## src/rtl/lsc_pkg.sv

```systemverilog
// ----------------------------------------------------------------------------
// lsc_pkg
// Shared types, codes and widths for the least-squares sensor calibrator.
// ----------------------------------------------------------------------------
`default_nettype none

package lsc_pkg;

  localparam int MAX_POINTS_DEF = 8;

  // register indexes
  localparam logic [0:0] REG_MV_AT_20C = 1'd0;
  localparam logic [0:0] REG_MV_AT_30C = 1'd1;
  localparam logic [11:0] MV_AT_20C_RST = 12'd700;
  localparam logic [11:0] MV_AT_30C_RST = 12'd800;

  // action codes
  localparam logic [1:0] ACT_CONVERT   = 2'd0;
  localparam logic [1:0] ACT_CALIBRATE = 2'd1;
  localparam logic [1:0] ACT_CLEAR     = 2'd2;

  // status codes
  localparam logic [1:0] ST_OK         = 2'd0;
  localparam logic [1:0] ST_ZERO_VOLT  = 2'd1;
  localparam logic [1:0] ST_DEGENERATE = 2'd2;

  // datapath widths, sized for the largest store of 32 points
  localparam int STW   = 14;  // sum of temperatures
  localparam int SVW   = 18;  // sum of voltages
  localparam int STVW  = 27;  // sum of t*v
  localparam int STTW  = 22;  // sum of t*t
  localparam int PW    = 34;  // n*stv - st*sv
  localparam int QW    = 26;  // n*stt - st*st
  localparam int NVW   = 19;  // n*v
  localparam int NUMW  = 48;
  localparam int DENW  = 40;
  localparam int DIVW  = 50;
  localparam int MAW   = 35;  // multiplier operand a
  localparam int MBW   = 27;  // multiplier operand b
  localparam int PRODW = MAW + MBW;

  typedef struct packed {
    logic [1:0]        action;
    logic [11:0]       reading_mv;
    logic signed [7:0] ref_temp;
  } in_t;

  typedef struct packed {
    logic signed [15:0] temperature;
    logic [1:0]         status;
    logic               fit_is_custom;
    logic [3:0]         stored_points;
  } out_t;

  // write request into the point store
  typedef struct packed {
    logic              we;
    logic              shift;
    logic signed [7:0] temp;
    logic [11:0]       volt;
  } store_wr_t;

endpackage

`default_nettype wire

```

## src/rtl/lsc_store.sv

```systemverilog
// ----------------------------------------------------------------------------
// lsc_store
// Calibration point store with one read index, indexed write and shift-down.
// ----------------------------------------------------------------------------
`default_nettype none

module lsc_store #(
  parameter int MAX_POINTS = lsc_pkg::MAX_POINTS_DEF
) (
  input  wire logic                          clk,
  input  wire lsc_pkg::store_wr_t            wr,
  input  wire logic [$clog2(MAX_POINTS)-1:0] wr_idx,
  input  wire logic [$clog2(MAX_POINTS)-1:0] rd_idx,
  output logic signed [7:0]                  rd_temp,
  output logic [11:0]                        rd_volt
);

  logic signed [7:0] temps [MAX_POINTS];
  logic [11:0]       volts [MAX_POINTS];

  always_ff @(posedge clk) begin
    if (wr.we) begin
      if (wr.shift) begin
        // drop the oldest point, new one goes to the top
        for (int i = 0; i < MAX_POINTS - 1; i++) begin
          temps[i] <= temps[i+1];
          volts[i] <= volts[i+1];
        end
        temps[MAX_POINTS-1] <= wr.temp;
        volts[MAX_POINTS-1] <= wr.volt;
      end else begin
        temps[wr_idx] <= wr.temp;
        volts[wr_idx] <= wr.volt;
      end
    end
  end

  assign rd_temp = temps[rd_idx];
  assign rd_volt = volts[rd_idx];

endmodule

`default_nettype wire

```

## config.mk

```make
export PLATFORM = sky130hd
export DESIGN_NAME = lsc_store
export DESIGN_NICKNAME = d
export VERILOG_FILES = /design/src/rtl/lsc_pkg.sv /design/src/rtl/lsc_store.sv
export SDC_FILE = /design/constraint.sdc
export NUM_CORES = 1
export LEC_CHECK = 0
export BUFFER_PORTS_ARGS = -buffer_cell sky130_fd_sc_hd__buf_2
export CAP_MARGIN = 20
export CORE_UTILIZATION = 55
export CTS_CLUSTER_DIAMETER = 40
export DETAILED_ROUTE_END_ITERATION = 16
export PLACE_DENSITY = 0.76
export SLEW_MARGIN = 20
export SYNTH_ARGS = -nofsm -noshare
export SYNTH_HDL_FRONTEND = slang
export SYNTH_SLANG_ARGS = --single-unit
```

## constraint.sdc

```tcl
create_clock -name clk -period 1.9 [get_ports clk]
set_clock_uncertainty 0.2 [all_clocks]
set_input_delay 0.095 -clock clk [delete_from_list [all_inputs] [get_ports clk]]
set_output_delay 0.095 -clock clk [all_outputs]
set_load 0.1 [all_outputs]
```

==> flow_summary.toml <==
[power_and_ir_drop]
p_leak_nw = 3.63
power_density_mw_per_mm2 = 865
power_frac_seq_pct = 48.4
p_switching_mw = 2.20
sw_frac_of_total_pct = 25.4
pwr-share-comb_pct = 17.8
p_int_mw = 6.45
clkPwrFrac_pct = 33.8
peakVddDrop_uv = 651

[sta]
setup_tns_ns = -3.45
slew_violations = 0
slew_headroom_pct = 79.4
clock.fmax_mhz = 477
period_share_pct = 110
grt_setup_unrepaired = "true"
hold_violations = 0
tightest_slew_ns = 0.309
setup_ws_ns = -0.198
min_period_ns = 2.10
hold_ws_ns = 0.103
setup_violations = 20

[logic_synthesis]
synthTopCellsByCount = "edfxtp_1, mux2_2, mux4_2"
synth_fa_ha_area_share_pct = 0
synth-compound-area-share_pct = 0.0798
synth_top_cell_by_area = "edfxtp_1"
ys.flop_type = "edfxtp_1"
synth-simple-area-share_pct = 1.58
synth_area_mm2 = 0.00784
ys_ff_latch = 160
synth_edf_count = 160
ys_warn_count = 0
synth_top_area_share_pct = 61.3
synth_area_leaders = "edfxtp_1, mux2_2, mux4_2"
synth_top_family_by_area = "multiplexers"
yosysSeqAreaShare_pct = 61.3
synth_xor_area_share_pct = 0
synth.net_count = 433
syn_inst = 404
syn_avg_cell_area_um2 = 19.4
synth_cell_type_count = 18
muxShareOfSynthArea_pct = 34.9
async_flop_share_pct = 0
yosysMostFrequentCell = "edfxtp_1"

[clocking]
cts_root_buf = "clkbuf_16"
clock_path_buffers = 2
cts_tree = "yes"
cts_buffers = 17
clk_pin_slew_ns = 0.06
htree_levels = 4
cts.sinks = 160
clkLatencyLatePin_ns = 0.43

[detailed_routing]
viasPerCell = 6.06
wl_per_cell_um = 25.0
drt-total-wl_mm = 18.4
firstDrtPassIters = 7
vias = 4469
ant_nets = 0
drc = 0
initialDrtViolationCount = 302

[global_route]
grt.total_usage_pct = 27.1
overflow = 0
grt_antenna_before_repair = 0
grt_util_met3_pct = 5.45
grt_first_pass_wirelength_mm = 27.9
top_usage_layer = "met2"
grt_pass1_vias = 4733
grt_max_degree = 22
grt_use_met2_pct = 45.9
use_met1_pct = 34.7

[finish]
nFillCells = 874
finalNetCount = 573
utilization_pct = 71.9
final_area_mm2 = 0.00999
syn2layout_area_growth_pct = 27.4
final_cells = 737
n_antenna_cell = 0
drive_gt1_share_pct = 62.5

[critical_path]
reg2reg_depth = 3
worst-setup-path-type = "reg -> out"
critical_path.reg2reg.startpoint = "temps[7][1]$_DFFE_PP_"
critPathCaptureType = "output port"
cp_max_fo = 2
worst_r2r_endpoint = "temps[6][1]$_DFFE_PP_"
timing.reg2reg.setup_slack_ns = 0.54
critPathRequiredTime_ns = 1.60
start_kind = "flop"
cp.arrival_ns = 1.80

[placement]
place_area_mm2 = 0.00870
io_buffer_count = 48
place_inst = 650
place.gp.congestion = 0.728
dp_hpwl_mm = 11.1

[hold_path]
hold_depth = 3
hp-start = "wr[21]"
whs_endpoint = "volts[7][8]$_DFFE_PP_"
min_path_type = "in -> reg"

[floorplanning]
io_pins = 49
die_area_mm2 = 0.0147
core_mm2 = 0.0139
dieWidth_um = 121
num_rows = 43
start_util_pct = 56.5
die_h_um = 121

[outcome]
failed_checks = "negative setup slack"
status = "complete, but fails checks"

[flow_run]
cap_violations = 0
## how the worst max path moves through the flow
| stage | from | end | slack, ns | cells past startpoint |
|---|---|---|---|---|
| floorplan | wr[20] | temps[6][0]$_DFFE_PP_ | 0.02 | 4 |
| global placement | wr[20] | volts[5][10]$_DFFE_PP_ | -0.003 | 6 |
| detailed placement | rd_idx[0] | rd_volt[8] | -0.05 | 5 |
| CTS | temps[5][7]$_DFFE_PP_ | rd_temp[7] | -0.21 | 3 |
| global route | temps[1][5]$_DFFE_PP_ | rd_temp[5] | -0.24 | 3 |
| finish | temps[5][7]$_DFFE_PP_ | rd_temp[7] | -0.20 | 3 |
## cell type report
class	instances	area [µm²]	share of cell area, %
sequential	160	4800	48.1
multi-input combinational	220	2920	29.3
timing repair buffer	145	1540	15.5
clock buffer	22	444	4.45
tap	180	225	2.26
clock inverter	10	46.3	0.464
## flip-flops by register name (all words and copies together) (netlist names)
| signal | count |
|---|---|
| volts | 96 |
| temps | 64 |
## layout by cell type (no fill, tap or decap)
| cell | count |
|---|---|
| clkbuf_1 | 5 |
| mux2_4 | 20 |
| buf_12 | 38 |
| clkbuf_16 | 17 |
| a31oi_1 | 1 |
| dlygate4sd3_1 | 20 |
| nand2_1 | 6 |
| buf_4 | 59 |
| nand2b_1 | 4 |
| and3_1 | 1 |
| clkinvlp_4 | 1 |
| nor2b_2 | 1 |
| nor3b_4 | 2 |
| mux2_1 | 3 |
| mux2_2 | 137 |
| buf_2 | 28 |
| mux4_2 | 40 |
| edfxtp_1 | 160 |
| clkinv_2 | 4 |
| nor2_1 | 1 |
| nand3b_1 | 3 |
| nor3b_2 | 1 |
| clkinv_1 | 5 |
## stage by stage
step / power, mW / setup WS, ns
after floorplan: 5.09 / 0.0226
after global placement: 5.43 / -0.00326
after detailed placement: 5.47 / -0.0461
after CTS: 8.66 / -0.215
after global routing: 8.90 / -0.241
final: 8.64 / -0.198
## worst max-delay path, cell delays in order, from the launching register on
cell and delay (ns):
edfxtp_1 0.41, mux4_2 0.49, mux2_4 0.31, buf_12 0.17
## what timing repair did
action / in CTS / in global routing
pin swaps: 0 / 0
hold buffers: 20 / 0
setup endpoints to repair: 20 / 20
resized for setup: 105 / 5
setup buffers: 27 / 8
hold endpoints to repair: 160 / 0
## kinds of logic after synthesis
kind of cell           Yosys count
muxes                          200
DFF                            160
and+or+nand+nor                 19
AOI/OAI and AO/OA                1
buffers and inverters           24
## power groups by stage
stage | Sequential [mW] | Clock (mW) | Combinational, mW
CTS | 4.18 | 2.97 | 1.51
global placement | 4.24 | 0 | 1.19
global route | 4.20 | 3.10 | 1.60
floorplan | 4.22 | 0 | 0.872
finish | 4.19 | 2.92 | 1.54
detailed placement | 4.26 | 0 | 1.21
## routing by layer
layer	vias to the layer above	part of all wire, %	wire [µm]
met5	-	0	0
met2	145	53	9740
met4	0	1.9	352
met3	28	5.2	951
li1	1947	-	-
met1	2349	40	7390
Note: power is estimated with default switching activity, not from simulation.
