--- src/rtl/lsc_pkg.sv ---
// ----------------------------------------------------------------------------
// lsc_pkg
// Shared types, codes and widths for the least-squares sensor calibrator.
// ----------------------------------------------------------------------------
`default_nettype none

package lsc_pkg;

  localparam int MAX_POINTS_DEF = 8;

  // register indexes
  localparam logic [0:0] REG_MV_AT_20C = 1'd0;
  localparam logic [0:0] REG_MV_AT_30C = 1'd1;
  localparam logic [11:0] MV_AT_20C_RST = 12'd700;
  localparam logic [11:0] MV_AT_30C_RST = 12'd800;

  // action codes
  localparam logic [1:0] ACT_CONVERT   = 2'd0;
  localparam logic [1:0] ACT_CALIBRATE = 2'd1;
  localparam logic [1:0] ACT_CLEAR     = 2'd2;

  // status codes
  localparam logic [1:0] ST_OK         = 2'd0;
  localparam logic [1:0] ST_ZERO_VOLT  = 2'd1;
  localparam logic [1:0] ST_DEGENERATE = 2'd2;

  // datapath widths, sized for the largest store of 32 points
  localparam int STW   = 14;  // sum of temperatures
  localparam int SVW   = 18;  // sum of voltages
  localparam int STVW  = 27;  // sum of t*v
  localparam int STTW  = 22;  // sum of t*t
  localparam int PW    = 34;  // n*stv - st*sv
  localparam int QW    = 26;  // n*stt - st*st
  localparam int NVW   = 19;  // n*v
  localparam int NUMW  = 48;
  localparam int DENW  = 40;
  localparam int DIVW  = 50;
  localparam int MAW   = 35;  // multiplier operand a
  localparam int MBW   = 27;  // multiplier operand b
  localparam int PRODW = MAW + MBW;

  typedef struct packed {
    logic [1:0]        action;
    logic [11:0]       reading_mv;
    logic signed [7:0] ref_temp;
  } in_t;

  typedef struct packed {
    logic signed [15:0] temperature;
    logic [1:0]         status;
    logic               fit_is_custom;
    logic [3:0]         stored_points;
  } out_t;

  // write request into the point store
  typedef struct packed {
    logic              we;
    logic              shift;
    logic signed [7:0] temp;
    logic [11:0]       volt;
  } store_wr_t;

endpackage

`default_nettype wire

--- src/rtl/lsc_div.sv ---
// ----------------------------------------------------------------------------
// lsc_div
// Restoring unsigned divider, one quotient bit per cycle.
// ----------------------------------------------------------------------------
`default_nettype none

module lsc_div #(
  parameter int W = lsc_pkg::DIVW
) (
  input  wire logic         clk,
  input  wire logic         rst,
  input  wire logic         start,
  input  wire logic [W-1:0] dividend,
  input  wire logic [W-1:0] divisor,
  output logic              done,
  output logic [W-1:0]      quotient
);

  localparam int CNTW = $clog2(W + 1);

  logic [W:0]      rem;
  logic [W-1:0]    quo;
  logic [W-1:0]    dsr;
  logic [CNTW-1:0] left;
  logic            busy;
  logic [W:0]      rem_sh;
  logic [W:0]      trial;

  assign rem_sh = {rem[W-1:0], quo[W-1]};
  assign trial  = rem_sh - {1'b0, dsr};

  always_ff @(posedge clk) begin
    if (rst) begin
      busy <= 1'b0;
      done <= 1'b0;
      left <= '0;
    end else begin
      done <= 1'b0;
      if (start) begin
        busy <= 1'b1;
        left <= CNTW'(W);
        rem  <= '0;
        quo  <= dividend;
        dsr  <= divisor;
      end else if (busy) begin
        if (!trial[W]) begin
          rem <= trial;
          quo <= {quo[W-2:0], 1'b1};
        end else begin
          rem <= rem_sh;
          quo <= {quo[W-2:0], 1'b0};
        end
        left <= left - 1'b1;
        if (left == CNTW'(1)) begin
          busy <= 1'b0;
          done <= 1'b1;
        end
      end
    end
  end

  assign quotient = quo;

endmodule

`default_nettype wire

--- config.mk ---
export PLATFORM = sky130hd
export DESIGN_NAME = lsc_div
export DESIGN_NICKNAME = d
export VERILOG_FILES = /design/src/rtl/lsc_pkg.sv /design/src/rtl/lsc_div.sv
export SDC_FILE = /design/constraint.sdc
export NUM_CORES = 1
export LEC_CHECK = 0
export BUFFER_PORTS_ARGS = -buffer_cell sky130_fd_sc_hd__buf_2
export CAP_MARGIN = 30
export CORE_UTILIZATION = 25
export CTS_BUF_LIST = sky130_fd_sc_hd__clkbuf_8
export DETAILED_ROUTE_END_ITERATION = 6
export SLEW_MARGIN = 20
export SYNTH_ARGS = -nofsm -noshare
export SYNTH_HDL_FRONTEND = slang
export SYNTH_SLANG_ARGS = --single-unit
--- constraint.sdc ---
create_clock -name clk -period 6.9 [get_ports clk]
set_clock_uncertainty 0.05 [all_clocks]
set_input_delay 0.345 -clock clk [delete_from_list [all_inputs] [get_ports clk]]
set_output_delay 0.345 -clock clk [all_outputs]
set_load 0.02 [all_outputs]
==> summary.md <==
| Metric | Value |
|---|---|
| Reg2Reg Setup Slack | `2660 ps` |
| Clk pin slew, worst setup/hold paths | `100 ps` |
| Drt pass-1 iters | `6` |
| Syn Inst Count | `847` |
| RSZ-0062 raised after global routing | `false` |
| Asr flop ratio synth | `0` |
| Post-synth top flop | `edfxtp_1` |
| Max FO, Critical Path | `35` |
| Crit path launch | `quotient[49]` |
| Worst r2r dst | `rem[40]` |
| Initial Util | `0.253` |
| Fin nets | `1193` |
| Status | `completed` |
| Clk_lat worst skew | `470 ps` |
| CP Class | `flop to flop` |
| Initial antenna violation count | `1` |
| Post-CTS sizing | `0` |
| Startpoint types | `flop` |
| Worst r2r src | `quotient[49]` |
| Setup TNS | `0 ps` |
| Netlist cell types | `75` |
| Vias per inst | `4.46` |
| Peak VDD IR | `0.152 mV` |
| Boundary Pins | `154` |
| Syn_nets | `1003` |
| Pwr/cell area | `239 mW/mm2` |
| Number of global-route vias before repair | `7089` |
| Clock root cell | `clkbuf_8` |
| WL/cell | `14.4 um` |
| Setup ws final | `2660 ps` |
| Die X | `197 um` |
| Die height | `197 um` |
| Fin crit period | `4240 ps` |
| DR vias | `6967` |
| Number of synthesized flops with an enable pin | `150` |
| Gr usage total | `0.119` |
| Syn-to-layout area delta | `22.2%` |
| Die ar. | `0.0388 mm2` |
| Hold Crit Depth | `3` |
| Final Slew Violations | `0` |
| GR Overflow Total | `0` |
| Synthesized area per cell | `11.2 um2` |
| R2r worst-path depth | `15` |
| Setup Slack @ Placement | `2650 ps` |
| Final wirelength | `22.6 mm` |
| Lkg Pwr | `4.76 nW` |
| Dpl hpwl | `16.3 mm` |
| Detail Route Antenna Nets | `0` |
| Synth Cell Area | `0.00949 mm2` |
| Hold Fails Final Rpt | `0` |
| Worst setup path end | `rem[40]` |
| Core area | `0.0375 mm2` |
| DP Area | `0.0107 mm2` |
| Crit path DAT | `4390 ps` |
| Type of element capturing the critical path | `flop` |
| Worst path slowest cell | `buf_4` |
| H-tree Lvls | `4` |
| Max Clk Rate | `236 MHz` |
| Tcrit/Tclk final | `0.615` |
| Seq/Total Area, Yosys | `0.491` |
| First-pass GRT wire length | `36.8 mm` |
| Crit path cell chain | `inv_1 -> ha_1 -> inv_1 -> fa_1 -> a211oi_2 -> o21ai_1 -> a31oi_2 -> nand3_1 -> a31oi_2 -> o21bai_2 -> a211oi_4 -> xnor2_4 -> buf_4 -> mux2i_1 -> nor2_1` |
| Port buffer count | `153` |
| Largest net degree at the start of global routing | `64` |
| Max-Cap Viols | `0` |
| 1st-iter DRT viols | `345` |
| Share of layout cells above drive strength 1 | `0.253` |
| Design Area, Final | `0.0116 mm2` |
| CTS Sinks | `158` |
| CTS Buf Count | `17` |
| YS warnings | `0` |
| Remaining DRCs | `0` |
| Synth Register Bits | `158` |
| CTS tree | `yes` |
| Setup-failing EPs final | `0` |
| Post-CTS setup buffer count | `0` |
| Worst-Margin Slew | `782 ps` |
| Worst Path Required | `7050 ps` |
| Total Power | `2.77 mW` |
| Gpl congestion | `0.882` |
| Hold WS | `101 ps` |
| Slew margin rel. | `0.478` |
| Bufs on Longest Clock Path | `2` |
| Worst path max stage delay | `610 ps` |
| Standard-cell rows | `71` |
| Hold Path Class | `input pin to flop` |
## logic make-up after synthesis
family	Yosys count	synth area share
AO/OA/AOI/OAI	187	0.137
XOR/XNOR	51	0.0490
adder cells (fa/ha/maj)	53	0.0706
buffers and inverters	104	0.0506
flip-flops	158	0.491
multiplexers	89	0.100
AND/OR/NAND/NOR	205	0.101
## through the flow
stage	utilization	cells
floorplan	-	847
global placement	0.286	1479
detailed placement	0.286	1479
CTS	0.309	1561
global route	0.309	1562
finish	0.309	1562
## critical path: cells and delay by family, from the launching register on
family	cells	cell delay [ps]
AOI/OAI and AO/OA	6	1310
xor gates and xnor gates	1	340
adders and majority gates	2	580
buffers and inverters	3	740
DFF	1	420
muxes	1	260
and+or+nand+nor	2	200
## what timing repair did
action | CTS | global route
hold buffers | 50 | 0
endpoints found under the hold margin | 50 | 0
setup endpoints to repair | 0 | 0
## cells in the final DEF, fill, tap and decap left out, drive strengths merged, types with 17 or more instances in the layout
cell / n
nand2: 47
xnor2: 32
inv: 72
a21oi: 56
o21ai: 30
ha: 52
clkbuf: 17
dlygate4sd3: 50
mux2i: 40
buf: 158
nor2: 82
edfxtp: 150
mux2: 49
a21o: 28
xor2: 19
## final cells by class
cell class                 count  area [um2]
multi-input combinational    585        4360
sequential                   158        4660
tap                          511         639
clock buffer                  17         234
timing repair buffer         208        1310
clock inverter                15         136
inverter                      67         251
fill                        3888       25900
antenna                        1        2.50
## synthesized netlist by cell type, types with 5 or more instances
library cell	number	share of area
edfxtp_1	150	0.47
nor2_1	82	0.032
inv_1	67	0.026
a21oi_1	53	0.028
ha_1	52	0.069
mux2_2	49	0.058
nand2_1	47	0.019
mux2i_1	40	0.042
xnor2_1	31	0.029
a21o_1	26	0.021
o21ai_0	26	0.014
clkbuf_1	19	0.0075
xor2_1	19	0.018
nand3_1	13	0.0069
nand4_1	13	0.0086
nor3_1	12	0.0063
nand2b_1	10	0.0066
dfxtp_1	8	0.017
o22ai_1	8	0.0053
a31oi_1	7	0.0046
buf_6	7	0.0083
o21bai_1	7	0.0055
o21a_1	6	0.0047
a211oi_1	5	0.0040
buf_2	5	0.0026
## routing by layer
layer  track usage  share of wire  vias up
met5             0              0        -
met2         0.187           0.45      194
met3        0.0354          0.060       13
li1              -              -     3484
met1         0.159           0.48     3276
met4        0.0324         0.0081        0
## registers in the layout (all words and copies together), names as in the netlist
signal and flops:
busy 1, done 1, dsr 50, left 6, quotient 50, rem 50
## report_power, final
part	total, mW	internal, mW	switching, mW	leakage [nW]
Clock	0.676	0.289	0.387	0.183
Combinational	0.887	0.389	0.499	3.08
Sequential	1.20	1.16	0.0432	1.50
Total	2.77	1.84	0.929	4.76
## worst min-delay path by stage
stage,from,to,slack (ps)
6_report,dividend[0],quotient[0],100
5_1_grt,dividend[26],quotient[26],80
4_1_cts,dividend[40],quotient[40],70
3_5_place_dp,divisor[27],dsr[27],470
3_3_place_gp,divisor[48],dsr[48],470
2_1_floorplan,divisor[0],dsr[0],390
(Power assumes the default switching activity.)
